### src/rtl/rer_pkg.sv
// Package with the shared types and fixed-point constants of the exposin radius evaluator.
package rer_pkg;

    // Q.28 angle and logarithm constants.
    localparam logic [30:0] Q28_TWO_PI  = 31'd1686629713;
    localparam logic [29:0] Q28_PI      = 30'd843314857;
    localparam logic [28:0] Q28_HALF_PI = 29'd421657428;
    localparam logic [27:0] Q28_LN2     = 28'd186065280;
    localparam logic [28:0] Q28_ONE     = 29'd268435456;

    // Width of the range-reduction word, number of reduction cells and number of sine and exponential terms.
    localparam int RED_W     = 49;
    localparam int MOD_CELLS = 18;
    localparam int SIN_TERMS = 8;
    localparam int EXP_TERMS = 12;

    // Configuration register indexes.
    localparam logic [2:0] CFG_SCALE_FACTOR  = 3'd0;
    localparam logic [2:0] CFG_DYNAMIC_RANGE = 3'd1;
    localparam logic [2:0] CFG_WINDING_RATE  = 3'd2;
    localparam logic [2:0] CFG_PHASE_OFFSET  = 3'd3;

    // Data handed along a series cell: current term, multiplier, running sum and a tag.
    typedef struct packed {
        logic [31:0]        term;
        logic [31:0]        mult;
        logic signed [33:0] sum;
        logic [4:0]         tag;
    } t_ser;

endpackage

### src/rtl/rer_series_cell.sv
// Series cell: one Taylor term, multiply then exact division by a constant, over two stages.
module rer_series_cell #(
    parameter int DIVISOR  = 6,
    parameter bit SUBTRACT = 1'b1
) (
    input  logic          i_clk,
    input  logic          i_rst_n,
    input  logic          i_en,
    input  logic          i_valid,
    input  rer_pkg::t_ser i_data,
    output logic          o_valid,
    output rer_pkg::t_ser o_data
);

    // Reciprocal exact for every 32-bit dividend.
    localparam int          DIV_BITS = $clog2(DIVISOR);
    localparam int          SH       = 32 + DIV_BITS;
    localparam logic [33:0] RECIP    =
        34'(((longint'(1) << SH) + longint'(DIVISOR) - 1) / longint'(DIVISOR));

    logic [63:0]   w_prod;
    logic [65:0]   w_qfull;
    logic [65:0]   w_qshift;
    logic [31:0]   w_q;
    logic          r_a_valid;
    logic [31:0]   r_a_p;
    rer_pkg::t_ser r_a;
    logic          r_b_valid;
    rer_pkg::t_ser r_b;

    assign w_prod   = 64'(i_data.term) * 64'(i_data.mult);
    assign w_qfull  = 66'(r_a_p) * 66'(RECIP);
    assign w_qshift = w_qfull >> SH;
    assign w_q      = w_qshift[31:0];

    always_ff @(posedge i_clk) begin
        if (!i_rst_n) begin
            r_a_valid <= 1'b0;
            r_b_valid <= 1'b0;
        end else if (i_en) begin
            r_a_valid <= i_valid;
            r_b_valid <= r_a_valid;
        end
    end

    always_ff @(posedge i_clk) begin
        if (i_en) begin
            r_a_p       <= w_prod[59:28];
            r_a         <= i_data;
            r_b.term    <= w_q;
            r_b.mult    <= r_a.mult;
            r_b.tag     <= r_a.tag;
            if (SUBTRACT) begin
                r_b.sum <= r_a.sum - $signed({2'b00, w_q});
            end else begin
                r_b.sum <= r_a.sum + $signed({2'b00, w_q});
            end
        end
    end

    assign o_valid = r_b_valid;
    assign o_data  = r_b;

endmodule

### config.mk
export PLATFORM = sky130hd
export DESIGN_NAME = rer_series_cell
export DESIGN_NICKNAME = d
export VERILOG_FILES = /design/src/rtl/rer_pkg.sv /design/src/rtl/rer_series_cell.sv
export SDC_FILE = /design/constraint.sdc
export NUM_CORES = 2
export LEC_CHECK = 0
export BUFFER_PORTS_ARGS = -buffer_cell sky130_fd_sc_hd__buf_2
export CORE_UTILIZATION = 45
export DETAILED_ROUTE_END_ITERATION = 16
export RECOVER_POWER = 100
export SLEW_MARGIN = 15
export SYNTH_ARGS = -nofsm -noshare
export SYNTH_HDL_FRONTEND = slang
export SYNTH_SLANG_ARGS = --single-unit
### constraint.sdc
create_clock -name i_clk -period 12.5 [get_ports i_clk]
set_input_delay 1.875 -clock i_clk [delete_from_list [all_inputs] [get_ports i_clk]]
set_output_delay 1.875 -clock i_clk [all_outputs]
set_load 0.005 [all_outputs]
## Word-level counts from Yosys, hierarchy flattened

Index checks and enable logic that the tools add are counted.

| word-level totals | value |
|---|---|
| flip-flop bits (word level) | 206 |
| word-level logic and storage cells | 13 |

| operators by class | value |
|---|---|
| $add $sub $neg | 1 |
| multiply operators | 2 |

Operators with widths:

| operator | count |
|---|---|
| multiplier 32 x 32 -> 64 bit, second input constant | 1 |
| multiplier 32 x 32 -> 60 bit | 1 |
| subtractor 34 x 31 -> 34 bit | 1 |

## Depth between registers and ports, before layout

| logic depth | value |
|---|---|
| depth in word-level cells | 2 |
| gate-level depth with buffers | 40 |

## Least setup slack after synthesis

No wires, ideal clock.

| timing | value |
|---|---|
| kind | input -> register |
| start | in i_data[41] in the netlist's numbering |
| end | reg r_a_p[31], data pin |
| cell stages on the path | 29 |
| slack | 3.337 ns |
| buffers on the path | 1 |
| arrival time | 8.903 ns |
| cell sequence | clkbuf_1 nand2_1 fa_1 inv_1 fa_1 inv_1 fa_1 inv_1 fa_1 fa_1 inv_1 fa_1 inv_1 fa_1 inv_1 fa_1 inv_1 ha_1 a21o_1 a21o_1 a21o_1 a21oi_1 o21ai_0 a22o_1 o311a_1 o41ai_1 o21ba_2 o21ai_1 xnor2_1 |

| on the way | value |
|---|---|
| word-level cells in the longest chain between the ends | 1 |

Ends and longest elaborated chain:

| item | RTL line | RTL |
|---|---|---|
| start, declared | rer_series_cell.sv:10 | `input rer_pkg::t_ser i_data,` |
| multiplier 32 x 32 -> 60 bit | rer_series_cell.sv:31 | `assign w_prod = 64'(i_data.term) * 64'(i_data.mult);` |
| via w_prod[59] | rer_series_cell.sv:21 | `logic [63:0] w_prod;` |
| end signal, assigned | rer_series_cell.sv:48 | `r_a_p <= w_prod[59:28];` |
| end, declared | rer_series_cell.sv:26 | `logic [31:0] r_a_p;` |

The timed path passes the listed nets, and every way through them passes these cells.
A chain may end at the register's enable or synchronous reset.

## Final worst setup path

| timing | value |
|---|---|
| start | reg r_a_p[5] |
| end | reg r_b, in the netlist o_data[34], data pin |

| on the way | value |
|---|---|
| word-level cells in the longest chain between the ends | 2 |

Ends and longest elaborated chain:

| item | RTL line | RTL |
|---|---|---|
| multiplier 32 x 32 -> 64 bit | rer_series_cell.sv:32 | `assign w_qfull = 66'(r_a_p) * 66'(RECIP);` |
| subtractor 34 x 31 -> 34 bit | rer_series_cell.sv:54 | `r_b.sum <= r_a.sum - $signed({2'b00, w_q});` |
| end, declared | rer_series_cell.sv:29 | `rer_pkg::t_ser r_b;` |

No other way between the ends.

==> results.toml <==
[run_status]
status = "finished, violations left"
failed_checks = "max-capacitance violations, max-slew violations"

[clock_network]
hold_buffers = 0
cts.clk_slew.worst_paths_ns = 0.06
postCtsSetupRepairBufs = 0
cts_buffer_depth = 3
htreeDepth = 1
cts_tree = "done"
cts_resized = 0
clk_latency_ns = 0.63
cts_buffers = 30
clock_sinks = 206
cts_root_buffer = "clkbuf_16"

[critical_path]
worstPathRequired_ns = 12.90
cp-start-kind = "flip-flop"
arrival_ns = 11.70
critPathBufInv = 4
ff2ff_setup_slack_ns = 1.21
timing.rr.start = "r_a_p[5]"
endpoint_kind = "flip-flop"
path_class = "flip-flop to flip-flop"
slowest_stage = "o32ai_1"
worstPathMaxFanout = 7
critPathMostFrequentCell = "fa_1"
cpPeakStageDelay_ns = 0.83
startpoint = "r_a_p[5]"
critPathTopFamily = "adder cells"

[yosys]
syn_inst = 5551
async_flop_share_pct = 0
synth-compound-area-share_pct = 3.92
synthTopCellsByArea = "fa_1 47%, ha_1 14%, edfxtp_1 11%"
yosysWarnings = 0
synth-adder-area-share_pct = 60.3
synth-xor-area-share_pct = 1.82
synth-edff-count = 204
ys_seq_area_share_pct = 11.3
ys_top_cells_by_count = "1596 x inv_1, 1274 x fa_1, 827 x nand2_1"
synth.top_cell.area_share_pct = 46.5
synth-simple-area-share_pct = 10.4
ys_types = 84
netlist_area_mm2 = 0.0548
yosysTopAreaCell = "fa_1"
synth_mux_area_share_pct = 0.0548
synth_flop_cell = "edfxtp_1"
synth_top_family_by_area = "adder cells"
syn_area_per_cell_um2 = 9.87
yosysMostFrequentCell = "inv_1"
ys_seq_elements = 206

[cells_and_area]
drive_above_1_share_pct = 3.81
ff_latch_area_mm2 = 0.00617
fin_nets = 7607
antennaDiodeCount = 0
multi_input_area_mm2 = 0.0418
area_growth_pct = 6.13
nFillCells = 11500

[timing]
setup_viol = 0
clock_skew_ns = 0.0265
report.final.slew_viol_count = 1097
tightest_slew_ns = 5.21
fin_crit_sh_pct = 90.4
rsz0062_at_grt = "no"
relSlewSlack_pct = -248
timing.fmax_mhz = 88.5
hold_viol = 0
period_needed_ns = 11.29
final.setup.tns_ns = 0
timing.hold.ws_ns = 0.415

[drt]
routed_wl_um = 156000
drt-vias-per-instance = 5.15
drtIter0Drc = 2431
first_pass_iters = 5
wire_per_inst_um = 21.5
vias = 37400
drc = 0
ant_nets = 0

[die]
core_area_mm2 = 0.120
die_h_um = 351
fp.dieW_um = 351
start_util_pct = 45.6
dieArea_mm2 = 0.123
pin_count = 211
row_count = 127

[placement]
io_buffers = 208
dp_hpwl_um = 125000
place_congestion = 0.971

[grt]
grt_start_max_net_pins = 79
antenna_found_initial = 2
grt_pass1_wl_um = 242000
globalRoute.totalOverflow = 0
first_global_vias = 40700
grt_usage_pct = 26.1

[worst_hold_path]
hp-class = "flip-flop to flip-flop"
min_from = "r_a[56]"

[flow_run]
maxCapViolCount = 31
-- logic make-up after synthesis --
kind of cell	count (synthesis)
muxes	3
other	1
xor gates and xnor gates	114
DFF	206
AOI/OAI and AO/OA	306
and+or+nand+nor	1252
adders and majority gates	1875
buffers and inverters	1794
-- worst paths after layout --
check               endpoint  cells past startpoint
hold reg to reg   o_data[56]                      0
setup reg to reg  o_data[34]                     38
hold / removal    o_data[56]                      0
setup / recovery  o_data[34]                     38
-- per-stage QoR --
step / setup slack, ns / utilization [%] / instances / instance area [µm²]
global placement: 1.88 / 47.7 / 7206 / 57400
CTS: 1.58 / 48.5 / 7260 / 58400
detailed placement: 1.61 / 47.7 / 7206 / 57400
finish: 1.21 / 48.3 / 7260 / 58200
floorplan: 3.34 / - / 5552 / 54800
global route: 0.499 / 48.3 / 7260 / 58200
-- cells in the final DEF (no fill, tap or decap), drive strengths merged, types with 17 or more instances in the layout --
master  count
a21o       39
a21oi      89
and2      241
buf       147
clkbuf    130
edfxtp    204
fa       1274
ha        600
inv      1602
nand2     827
nand3      21
nand4      19
nor2       50
nor2b      20
o21ai      49
o21bai     17
xnor2      75
xor2       39
-- state kept, by name (all words and copies together), names as in the netlist --
signal,cells
o_data,101
r_a_valid,1
o_valid,1
r_a,71
r_a_p,32
-- per-layer routing --
layer | track usage [%] | vias up | wire length (µm)
met5 | 0 | - | 8
met4 | 5.54 | 2 | 3680
met3 | 3.44 | 197 | 10500
met2 | 42.7 | 1276 | 73500
met1 | 36.9 | 19400 | 68100
li1 | - | 16500 | -
-- area by class of cell --
cell class / count / share of cell area, %
multi-input combinational: 3552 / 71.9
sequential: 206 / 10.6
inverter: 1596 / 10.3
tap: 1612 / 3.47
timing repair buffer: 240 / 1.99
clock buffer: 37 / 1.39
clock inverter: 17 / 0.353
Power is left out: the tool's default activity adds up to more than one toggle a clock period on the data nets, which glitch-free logic cannot reach.
