File: config.mk
export PLATFORM = sky130hd
export DESIGN_NAME = rer_mod_cell
export DESIGN_NICKNAME = d
export VERILOG_FILES = /design/src/rtl/rer_pkg.sv /design/src/rtl/rer_mod_cell.sv
export SDC_FILE = /design/constraint.sdc
export NUM_CORES = 1
export LEC_CHECK = 0
export ABC_AREA = 1
export BUFFER_PORTS_ARGS = -buffer_cell sky130_fd_sc_hd__buf_2
export CAP_MARGIN = 10
export CORE_ASPECT_RATIO = 1.4
export CORE_MARGIN = 1.5
export CORE_UTILIZATION = 47
export DETAILED_ROUTE_END_ITERATION = 6
export PLACE_DENSITY_LB_ADDON = 0.12
export SYNTH_ARGS = -nofsm -noshare
export SYNTH_HDL_FRONTEND = slang
export SYNTH_SLANG_ARGS = --single-unit
File: constraint.sdc
create_clock -name i_clk -period 3.6 [get_ports i_clk]
set_input_delay 0 -clock i_clk [delete_from_list [all_inputs] [get_ports i_clk]]
set_output_delay 0 -clock i_clk [all_outputs]
set_load 0.05 [all_outputs]
File: src/rtl/rer_pkg.sv
// Package with the shared types and fixed-point constants of the exposin radius evaluator.
package rer_pkg;

    // Q.28 angle and logarithm constants.
    localparam logic [30:0] Q28_TWO_PI  = 31'd1686629713;
    localparam logic [29:0] Q28_PI      = 30'd843314857;
    localparam logic [28:0] Q28_HALF_PI = 29'd421657428;
    localparam logic [27:0] Q28_LN2     = 28'd186065280;
    localparam logic [28:0] Q28_ONE     = 29'd268435456;

    // Width of the range-reduction word, number of reduction cells and number of sine and exponential terms.
    localparam int RED_W     = 49;
    localparam int MOD_CELLS = 18;
    localparam int SIN_TERMS = 8;
    localparam int EXP_TERMS = 12;

    // Configuration register indexes.
    localparam logic [2:0] CFG_SCALE_FACTOR  = 3'd0;
    localparam logic [2:0] CFG_DYNAMIC_RANGE = 3'd1;
    localparam logic [2:0] CFG_WINDING_RATE  = 3'd2;
    localparam logic [2:0] CFG_PHASE_OFFSET  = 3'd3;

    // Data handed along a series cell: current term, multiplier, running sum and a tag.
    typedef struct packed {
        logic [31:0]        term;
        logic [31:0]        mult;
        logic signed [33:0] sum;
        logic [4:0]         tag;
    } t_ser;

endpackage

File: src/rtl/rer_mod_cell.sv
// Range-reduction cell: conditionally subtracts a shifted two-pi step from the angle word.
module rer_mod_cell #(
    parameter int SHIFT = 0
) (
    input  logic                    i_clk,
    input  logic                    i_rst_n,
    input  logic                    i_en,
    input  logic                    i_valid,
    input  logic [rer_pkg::RED_W-1:0] i_val,
    output logic                    o_valid,
    output logic [rer_pkg::RED_W-1:0] o_val
);

    localparam logic [rer_pkg::RED_W-1:0] STEP =
        rer_pkg::RED_W'(rer_pkg::Q28_TWO_PI) << SHIFT;

    logic                      r_valid;
    logic [rer_pkg::RED_W-1:0] r_val;

    always_ff @(posedge i_clk) begin
        if (!i_rst_n) begin
            r_valid <= 1'b0;
        end else if (i_en) begin
            r_valid <= i_valid;
        end
    end

    always_ff @(posedge i_clk) begin
        if (i_en) begin
            r_val <= (i_val >= STEP) ? (i_val - STEP) : i_val;
        end
    end

    assign o_valid = r_valid;
    assign o_val   = r_val;

endmodule

; ---- Yosys cells after proc, flatten, opt, wreduce, memory -nomap -nowiden
; Index checks and enable logic that the tools add are counted.
[totals]
register_bits = 50
latchBits = 0
mem_bits_rw = 0
rom_bits = 0
output_inout_bits = 50
word_cells = 5
memories = 0
[classes]
n_addsub = 1
n_mul = 0
n_div = 0
magnitude_cmp = 1
n_eq_ne = 0
shift = 0
muxes = 1
bitwise_logic = 0
reduce_logical = 0
[ops]
columns = op, count
row1 = $ge A49 B31 Y1 const B, 1
row2 = $mux W49, 1
row3 = $sub A49 B31 Y49 const B, 1

; ---- Logic depth before layout (Yosys ltp)
; Gate-level depths: netlist of the first run.
[logic_depth]
depth_word = 2
depth_mapped = 14
depth_no_buf = 14

; ---- Worst setup path before layout of the first run
; Ideal clock, no wire load.
[synth_path]
kind = input to register
start = input port i_val[0] (netlist bit)
end = register r_val, in the netlist o_val[26] (data pin)
setup_time_ns = 0.252
t_arrival_ns = 1.241
slack_ns = 2.107
stages = 12
cell_sequence = inv_1 > ha_1 > nand2_1 > nand2_1 > nand2_1 > nand3_1 > nand2_1 > nand2_1 > o21ai_0 > nand2_1 > nand2_1 > nand2_1
[synth_between]
elab_chain_cells = 2
[synth_lines]
columns = item, line
row1 = from (decl), rer_mod_cell.sv:9  ; input logic [rer_pkg::RED_W-1:0] i_val,
row2 = $sub A49 B31 Y49 / $ge A49 B31 Y1 (equally long branches), rer_mod_cell.sv:30  ; r_val <= (i_val >= STEP) ? (i_val - STEP) : i_val;
row3 = $mux W49 *, rer_mod_cell.sv:30
row4 = to (signal assigned), rer_mod_cell.sv:30
row5 = to (decl), rer_mod_cell.sv:18  ; logic [rer_pkg::RED_W-1:0] r_val;
; Mark *: on every way between the ends. The rest lies on a longest branch, timed or not.
; A chain may end at the register's enable or synchronous reset.

; ---- Worst setup path after layout of the first run
[layout_path]
start = input port i_val[5] (netlist bit)
end = register r_val, in the netlist o_val[21] (data pin)
; Same word-level chain as after synthesis.

==> flow_summary.yaml, run 1 <==
critical_path:
  crit_fanout: 70
  crit_type: "in -> reg"
  endpoint_kind: "flop"
  reg2regPathDepth: 3
  worstPathCellList: "buf_2 -> inv_1 -> nand2_1 -> nor2_1 -> nand3_1 -> nand2_1 -> nand2_1 -> nand2_2 -> nand2_1 -> nand3_4 -> inv_6 -> nand2_1 -> nand2_1"
  cp_data_required_time_ns: 3.64
  cp_slowest_stage_delay_ns: 0.54
  r2r-end: "o_valid"
  cpMostUsedCell: "nand2_1"
  r2r_start: "o_valid"
  crit_slowest_cell: "nand3_4"
  reg2reg_slack_ns: 2.33
  cp.arrival_ns: 2.08
  start_kind: "input pin"
timing:
  finalSetupTns_ns: 0
  worstMarginPinSlew_ns: 1.208
  max_freq_mhz: 491.6
  slew_viol_final: 0
  setup_viol: 0
  finalCritPeriodShare: 0.5650
  finalHoldViolations: 0
  relSlewSlack: 0.1946
  skew_ns: 0
  fin_crit_ns: 2.034
  rsz0062_at_grt: "false"
place:
  portBuffers: 102
  gp_congestion: 0.9434
  dpl.hpwl_um: 12960
die:
  core_region_area_mm2: 0.009512
  initial_core_util: 0.4854
  dieArea_mm2: 0.01044
  num_io_pins: 103
  die_x_um: 86.77
  die_h_um: 120.3
  num_rows: 42
clocking:
  cts-htree-levels: 2
  insertion_delay_ns: 0.29
  cts_setup_buffers: 0
  clk_pin_slew_ns: 0.07
  root_buffer: "clkbuf_16"
  clockBufferDepth: 2
  cts_sinks: 50
  cts_tree: "built"
  cts_buffers: 5
global_route:
  antenna_found_initial: 0
  grt_pass1_vias: 4881
  gr-usage-all-layers: 0.3121
  grt_max_degree: 71
  grt_first_pass_wirelength_um: 24560
  gr-total-overflow: 0
min_path:
  worstHoldStart: "i_val[29]"
  hp-class: "in -> reg"
  hold_end: "o_val[29]"
  holdPathStages: 3
detailed_routing:
  via_count: 5139
  first_iter_violations: 308
  drc: 0
  viasPerCell: 5.149
  ant_nets: 0
  drt-total-wl_um: 15820
  firstDrtPassIters: 5
  wl_per_cell_um: 15.85
cells_and_area:
  nets: 920
  utilization: 0.5667
  antenna-diode-count: 0
  drive_gt1_frac: 0.1651
  area_delta_synth_final_pct: 16.75
power_and_ir_drop:
  power.density_mw_per_mm2: 324.8
  cellLeakagePower_nw: 2.757
  vdd_ir_drop_max_mv: 0.2357
job:
  max-cap-violations: 0
synthesis:
  synth_cell_types: 33
  synthCells: 763
  yosysWarnings: 0
  avgSynthCellArea_um2: 6.051
  syn_nets: 818
  synth_seq_cells: 50
  syn_area_mm2: 0.004617
  ys_seq_area_frac: 0.3230
status:
  status: "finished clean"
==> placed cells by master, fill, tap and decap left out, drive strengths merged <==
cell         Yosys  layout
nand2          313     313
inv            118     118
nor2           115     115
buf              8     102
nand3           68      68
edfxtp          49      49
o21ai           27      27
nand4           19      19
a21oi           15      15
nand3b           9       9
xor2             8       8
clkbuf           1       7
nor3             3       3
a31oi            2       2
ha               2       2
dlygate4sd3      0       2
o211ai           1       1
or2              1       1
and3             1       1
o21bai           1       1
xnor2            1       1
clkinv           0       1
dfxtp            1       1
==> cell type report <==
| cell class | count | area, um^2 |
|---|---|---|
| Fill cell | 991 | 4121 |
| Multi-Input combinational cell | 586 | 2608 |
| Sequential cell | 50 | 1491 |
| Timing Repair Buffer | 104 | 530.5 |
| Inverter | 118 | 447.9 |
| Tap cell | 132 | 165.2 |
| Clock buffer | 7 | 142.6 |
| Clock inverter | 1 | 5.005 |
==> synthesized netlist by cell type <==
master	number	area share
a21oi_1	10	0.011
a21oi_2	5	0.0095
a31oi_1	2	0.0027
and3_1	1	0.0014
buf_2	1	0.0011
buf_4	5	0.0081
buf_6	2	0.0049
clkbuf_2	1	0.0011
dfxtp_1	1	0.0043
edfxtp_1	49	0.32
ha_1	2	0.0054
inv_1	110	0.089
inv_2	7	0.0057
inv_6	1	0.0019
nand2_1	306	0.25
nand2_2	7	0.0095
nand3_1	67	0.073
nand3_4	1	0.0038
nand3b_1	9	0.015
nand4_1	18	0.024
nand4_2	1	0.0027
nor2_1	105	0.085
nor2_2	6	0.0081
nor2_4	4	0.0098
nor3_1	2	0.0022
nor3_2	1	0.0022
o211ai_1	1	0.0016
o21ai_0	14	0.015
o21ai_1	13	0.014
o21bai_1	1	0.0016
or2_2	1	0.0014
xnor2_1	1	0.0019
xor2_1	8	0.015
==> flip-flops by register name, summed over array words and instances (netlist names) <==
| register | flops |
|---|---|
| o_valid | 1 |
| o_val | 49 |
==> worst max-delay path, delay by kind of cell <==
family	cells	cell delay, ns
simple gates	10	1.63
buf+inv	3	0.42
==> timing repair <==
action	CTS	global route
gates resized for setup	0	0
endpoints found under the hold margin	1	0
setup endpoints to repair	0	0
hold buffers	2	0
==> routing by layer <==
| layer | up-vias | GRT usage | routed length (um) |
|---|---|---|---|
| li1 | 2600 | - | - |
| met1 | 2300 | 0.3673 | 6328 |
| met2 | 197 | 0.5400 | 7753 |
| met3 | 42 | 0.04232 | 879 |
| met4 | 0 | 0.1704 | 861 |
| met5 | - | 0 | 0 |
==> metrics by stage <==
| stage | power (mW) | hold slack (ns) | instances | setup slack (ns) | instance area, um^2 |
|---|---|---|---|---|---|
| 4_1_cts | 1.752 | 0.009003 | 998 | 1.577 | 5390 |
| 5_1_grt | 1.815 | 0.03478 | 998 | 1.319 | 5390 |
| 2_1_floorplan | 1.086 | 0.09346 | 763 | 2.107 | 4617 |
| 3_5_place_dp | 1.254 | 0.2675 | 988 | 1.260 | 5223 |
| 6_report | 1.751 | 0.007000 | 998 | 1.566 | 5390 |
| 3_3_place_gp | 1.250 | 0.2322 | 988 | 1.309 | 5223 |
==> how the worst max path moves through the flow <==
stage,start,endpoint,slack (ns)
2_1_floorplan,i_val[0],o_val[26],2.11
6_report,i_val[5],o_val[21],1.57
3_5_place_dp,i_val[2],o_val[37],1.26
4_1_cts,i_val[2],o_val[44],1.58
5_1_grt,i_val[2],o_val[21],1.32
3_3_place_gp,i_val[2],o_val[36],1.31
==> where the power goes <==
| part | switching (mW) | internal, mW | total, mW | leakage (nW) |
|---|---|---|---|---|
| clock network | 0.228 | 0.277 | 0.505 | 0.0739 |
| registers | 0.0141 | 0.702 | 0.716 | 0.487 |
| logic | 0.405 | 0.124 | 0.530 | 2.20 |
| total | 0.647 | 1.10 | 1.75 | 2.76 |
==> kinds of logic after synthesis <==
family,share of synthesized area
adders and majority gates,0.005419
xor gates and xnor gates,0.01707
AOI/OAI and AO/OA,0.05556
buffers and inverters,0.1122
DFF,0.3230
and+or+nand+nor,0.4867
No activity file was read; power rests on OpenSTA's default activity.
==> inputs of run 2 (changes only) <==
--- a/config.mk
+++ b/config.mk
@@ -5,7 +5,7 @@
 export SDC_FILE = /design/constraint.sdc
 export NUM_CORES = 1
 export LEC_CHECK = 0
-export ABC_AREA = 1
+export ABC_AREA = 0
 export BUFFER_PORTS_ARGS = -buffer_cell sky130_fd_sc_hd__buf_2
 export CAP_MARGIN = 10
 export CORE_ASPECT_RATIO = 1.4
==> constraint.sdc (replaced) <==
create_clock -name i_clk -period 2.1 [get_ports i_clk]
set_input_delay 0 -clock i_clk [delete_from_list [all_inputs] [get_ports i_clk]]
set_output_delay 0 -clock i_clk [all_outputs]
set_load 0.05 [all_outputs]
==> run 2 against run 1 <==
Against the previous run: synthesized cell count is 58% lower; area after synthesis is 30% lower; non-clock buffer count is 102 higher; power is 56% higher; core utilization is 15 points higher; critical endpoint is now o_val[46]; largest cell class unchanged; highest routed layer unchanged.
==> flow_summary.yaml, run 2 <==
cells_and_area:
  area_delta_synth_final_pct: 45.60
  antenna-diode-count: 0
  final_cells: 604
  drive_gt1_frac: 0.4570
  utilization: 0.7141
  final_cell_mix: "buf_2, buf_4, edfxtp_1"
  final_common_cell: "buf_2"
  nets: 566
  largest_reg_flops: 49
synthesis:
  synth_adder_area_share: 0.007716
  synth_cell_types: 57
  synth_seq_cells: 50
  synthTopCellsByArea: "edfxtp_1, xnor2_1, xor2_1, nand2_1, a21oi_1"
  synth-compound-area-share: 0.1262
  syn_area_mm2: 0.003243
  synth_top_family_by_area: "simple AND/OR/NAND/NOR gates"
  synthFlopType: "edfxtp_1"
  synthTopCellsByCount: "edfxtp_1, nand2_1, xnor2_1, xor2_1, nor2_1"
  synth_top_cell_area_share: 0.4537
  yosys.area.top_type: "edfxtp_1"
  ys_seq_area_frac: 0.4599
  yosys.area_share.simple: 0.2377
  synthCells: 317
  synth_xor_xnor_area_share: 0.1242
  synth-async-reset-ratio: 0
  synth_edf_count: 49
  yosysWarnings: 0
  avgSynthCellArea_um2: 10.23
  syn_nets: 372
  yosysMostFrequentCell: "edfxtp_1"
  synth_mux_area_frac: 0.006559
timing:
  finalSetupTns_ns: 0
  finalCritPeriodShare: 0.9417
  setup_viol: 0
  max_freq_mhz: 505.7
  rsz0062_at_grt: "false"
  relSlewSlack: 0.4005
  finalHoldViolations: 0
  worstMarginPinSlew_ns: 0.8918
  slew_viol_final: 0
  fin_crit_ns: 1.978
  holdWs_ns: 0.005943
  skew_ns: 0
min_path:
  hp-class: "in -> reg"
die:
  die_x_um: 73.21
  num_io_pins: 103
  die_h_um: 101.3
  initial_core_util: 0.4904
  core_region_area_mm2: 0.006613
  num_rows: 35
  dieArea_mm2: 0.007415
place:
  dp_cells: 592
  dpl.hpwl_um: 8185
  portBuffers: 102
  gp_congestion: 0.9321
global_route:
  antenna_found_initial: 0
  gr-total-overflow: 0
  grt_first_pass_wirelength_um: 15500
  grt_max_degree: 32
  grt_pass1_vias: 3273
  gr-usage-all-layers: 0.2739
detailed_routing:
  wl_per_cell_um: 16.39
  via_count: 3214
  ant_nets: 0
  firstDrtPassIters: 4
  drc: 0
  first_iter_violations: 111
  viasPerCell: 5.321
  drt-total-wl_um: 9899
clocking:
  root_buffer: "clkbuf_8"
  cts_tree: "built"
  cts-htree-levels: 2
  clk_pin_slew_ns: 0.11
  cts_buffers: 5
  clockBufferDepth: 2
  postCtsHoldBufs: 4
  cts_setup_buffers: 0
  cts_sinks: 50
  insertion_delay_ns: 0.31
  cts_resized: 0
power_and_ir_drop:
  vdd_ir_drop_max_mv: 0.3406
  power.density_mw_per_mm2: 579.7
  cellLeakagePower_nw: 2.065
job:
  max-cap-violations: 0
critical_path:
  start_kind: "input pin"
  crit_fanout: 3
  worstPathCellList: "buf_2 -> inv_1 -> ha_1 -> or3b_2 -> a21oi_1 -> o211ai_1 -> a32o_1 -> a311oi_1 -> mux2_2"
  r2r_start: "o_valid"
  crit_slowest_cell: "or3b_2"
  reg2regPathDepth: 3
  reg2reg_slack_ns: 0.96
  crit_path_end: "o_val[46]"
  crit_type: "in -> reg"
  cp.depth: 9
  critPathBufInv: 2
  cp_data_required_time_ns: 2.17
  cp_slowest_stage_delay_ns: 0.47
  endpoint_kind: "flop"
  r2r-end: "o_valid"
  cp.arrival_ns: 2.05
  critPathTopFamily: "compound AO/OA/AOI/OAI gates"
  timing.critical_path.from: "i_val[1]"
status:
  status: "finished clean"
-- run 2: cell types whose count changed in the layout (fill, tap and decap cells not counted), moves of 9 or more --
| cell | before | now |
|---|---|---|
| buf_4 | 0 | 98 |
| inv_1 | 110 | 7 |
| nand2_1 | 306 | 27 |
| nand3_1 | 67 | 9 |
| nand3b_1 | 9 | 0 |
| nand4_1 | 18 | 8 |
| nor2_1 | 105 | 20 |
| o21ai_1 | 13 | 0 |
| xnor2_1 | 1 | 25 |
| xor2_1 | 8 | 21 |
-- run 2: metrics by stage --
step / setup slack [ns] / power, mW / area [um^2]
after floorplan: 0.01696 / 1.798 / 3284
final: 0.1225 / 2.737 / 4722
after detailed placement: -0.2196 / 2.155 / 4589
after global placement: -0.1727 / 2.148 / 4589
after CTS: 0.1201 / 2.751 / 4722
after global routing: 0.008906 / 2.832 / 4722
-- run 2: cell type report --
type,instances,area (um^2)
Tap cell,92,115.1
Timing Repair Buffer,206,1326
Clock inverter,3,23.77
Clock buffer,5,68.82
Fill cell,533,1891
Multi-Input combinational cell,241,1670
Sequential cell,50,1491
Inverter,7,26.28
-- run 2: how the worst min path moves through the flow --
stage,startpoint,endpoint,depth (start not counted)
after global placement,i_rst_n,o_valid,2
final,i_val[47],o_val[47],2
after detailed placement,i_rst_n,o_valid,2
after CTS,i_val[47],o_val[47],2
after global routing,i_val[47],o_val[47],2
after floorplan,i_en,o_val[0],0
-- run 2: power breakdown --
part / switching, mW / internal (mW) / total, mW
combinational: 0.607 / 0.298 / 0.905
clock: 0.361 / 0.239 / 0.600
sequential: 0.0219 / 1.21 / 1.23
-- run 2: cells by family after synthesis --
| logic type | Yosys count |
|---|---|
| and+or+nand+nor | 131 |
| AOI/OAI and AO/OA | 60 |
| DFF | 50 |
| xor gates and xnor gates | 46 |
| buffers and inverters | 26 |
| muxes | 2 |
| adders and majority gates | 2 |
-- run 2: routing by layer --
layer / vias to the layer above / global-route usage / wire length (um)
met5: - / 0 / 0
met1: 1501 / 0.3158 / 3900
met2: 119 / 0.5119 / 5331
met4: 0 / 0.09289 / 233
li1: 1574 / - / -
met3: 20 / 0.03284 / 434
==> inputs of run 3 (changes only) <==
--- a/config.mk
+++ b/config.mk
@@ -13,6 +13,7 @@
 export CORE_UTILIZATION = 47
 export DETAILED_ROUTE_END_ITERATION = 6
 export PLACE_DENSITY_LB_ADDON = 0.12
+export RECOVER_POWER = 50
 export SYNTH_ARGS = -nofsm -noshare
 export SYNTH_HDL_FRONTEND = slang
 export SYNTH_SLANG_ARGS = --single-unit
==> run 3 against run 2 <==
Against the previous run: combinational power decreased by 2%; highest routed layer unchanged; sequential share of layout area up 0.32 points; sequential power about the same; core utilization fell by 0.72 points; worst hold slack gained 0.00056 ns; clock-buffer cell count stayed put; worst setup slack worse by 0.0011 ns; register-to-register slack about the same.
==> flow_summary.yaml, run 3 (synthesized netlist as in run 2, its figures left out) <==
critical_path:
  critPathBufInv: 2
  r2r_start: "o_valid"
  cp_slowest_stage_delay_ns: 0.47
  reg2regPathDepth: 3
  endpoint_kind: "flop"
  cp.arrival_ns: 2.05
  crit_slowest_cell: "or3b_2"
  worstPathCellList: "buf_2 -> inv_1 -> ha_1 -> or3b_2 -> a21oi_1 -> o211ai_1 -> a32o_1 -> a311oi_1 -> mux2_2"
  reg2reg_slack_ns: 0.95
  start_kind: "input pin"
  cp_data_required_time_ns: 2.17
  crit_type: "in -> reg"
  crit_fanout: 3
  r2r-end: "o_valid"
  critPathTopFamily: "compound AO/OA/AOI/OAI gates"
power_and_ir_drop:
  power.density_mw_per_mm2: 582.4
  switching_share: 0.3640
  comb_power_share: 0.326
  vdd_ir_drop_max_mv: 0.3403
  cellLeakagePower_nw: 1.989
  seqPwrFrac: 0.453
  power_mw: 2.723
  clkPwrFrac: 0.220
  intPower_mw: 1.731
  power.switching_uw: 991.1
cells_and_area:
  final_cell_mix: "buf_4, buf_2, edfxtp_1"
  utilization: 0.7069
  nets: 566
  largest_reg_flops: 49
  fin_area_mm2: 0.004674
  drive_gt1_frac: 0.4063
  antenna-diode-count: 0
  area_delta_synth_final_pct: 44.14
  final_common_cell: "buf_4"
detailed_routing:
  drt-total-wl_um: 9919
  drc: 0
  wl_per_cell_um: 16.42
  firstDrtPassIters: 4
  via_count: 3210
  ant_nets: 0
  first_iter_violations: 112
  viasPerCell: 5.315
min_path:
  hold_end: "o_val[47]"
  holdPathStages: 2
  hp-class: "in -> reg"
  worstHoldStart: "i_val[47]"
timing:
  fin_crit_ns: 1.979
  fin_ws_ns: 0.1214
  worstMarginPinSlew_ns: 1.134
  finalCritPeriodShare: 0.9422
  max_freq_mhz: 505.4
  finalHoldViolations: 0
  skew_ns: 0
  slew_viol_final: 0
  relSlewSlack: 0.2438
  rsz0062_at_grt: "false"
  setup_viol: 0
die:
  core_region_area_mm2: 0.006613
  num_io_pins: 103
  dieArea_mm2: 0.007415
  num_rows: 35
  initial_core_util: 0.4904
  die_h_um: 101.3
  die_x_um: 73.21
global_route:
  gr-usage-all-layers: 0.2739
  antenna_found_initial: 0
  gr-total-overflow: 0
  grt_first_pass_wirelength_um: 15500
  grt_pass1_vias: 3273
  grt_max_degree: 32
place:
  portBuffers: 102
  gp_congestion: 0.9321
  place_ws_ns: -0.2196
  post_dp_cell_area_mm2: 0.004589
  dpl.hpwl_um: 8185
clocking:
  cts_tree: "built"
  clk_pin_slew_ns: 0.10
  root_buffer: "clkbuf_8"
  cts_buffers: 5
  cts_sinks: 50
  insertion_delay_ns: 0.31
  postCtsHoldBufs: 4
  cts_resized: 0
  clockBufferDepth: 2
  cts_setup_buffers: 0
  cts-htree-levels: 2
job:
  max-cap-violations: 0
status:
  status: "finished clean"
==> run 3: changes by cell type in the layout (fill, tap and decap cells not counted), sizes merged <==
cell    before  now
buf        202  175
clkbuf       5   32
==> run 3: power groups by stage <==
stage	logic [mW]	registers, mW	clock network (mW)
after floorplan	0.196	1.60	0
after global placement	0.894	1.25	0
after detailed placement	0.901	1.25	0
after CTS	0.909	1.23	0.610
after global routing	0.941	1.24	0.632
final	0.888	1.23	0.600
==> run 3: worst max path at each step <==
| stage | to | cells after the start | slack [ns] | start |
|---|---|---|---|---|
| 6_report | o_val[46] | 9 | 0.12 | i_val[1] |
| 5_1_grt | o_val[7] | 9 | 0.009 | i_val[40] |
| 4_1_cts | o_val[46] | 9 | 0.12 | i_val[1] |
| 3_5_place_dp | o_val[46] | 9 | -0.22 | i_val[1] |
| 3_3_place_gp | o_val[18] | 9 | -0.17 | i_val[40] |
| 2_1_floorplan | o_val[46] | 9 | 0.02 | i_val[40] |
==> run 3: worst reg2reg max path: cells and delay by family (launching register included) <==
family	cells	cell delay [ns]
buffers and inverters	1	0.55
DFF	1	0.32
muxes	1	0.11
and+or+nand+nor	1	0.06
==> run 3: routing by layer <==
metal,part of all wire,up-vias,track usage
li1,-,1573,-
met1,0.40,1498,0.3158
met2,0.54,119,0.5119
met3,0.044,20,0.03284
met4,0.023,0,0.09289
met5,0,-,0
==> run 3: per-stage QoR <==
step / hold WS [ns] / instances / TNS (ns)
global route: 0.005134 / 604 / 0
detailed placement: 0.2211 / 592 / -3.099
floorplan: 0.1125 / 317 / 0
finish: 0.006501 / 604 / 0
global placement: 0.2172 / 592 / -2.822
CTS: 0.004925 / 604 / 0
==> run 3: area by class of cell <==
class | instances | area, um^2
clock inverters | 3 | 23.77
clock buffers | 5 | 68.82
fillers | 553 | 1938
inverters | 7 | 26.28
multi-input cells | 241 | 1670
repair buffers | 206 | 1279
well taps | 92 | 115.1
flip-flops and latches | 50 | 1491
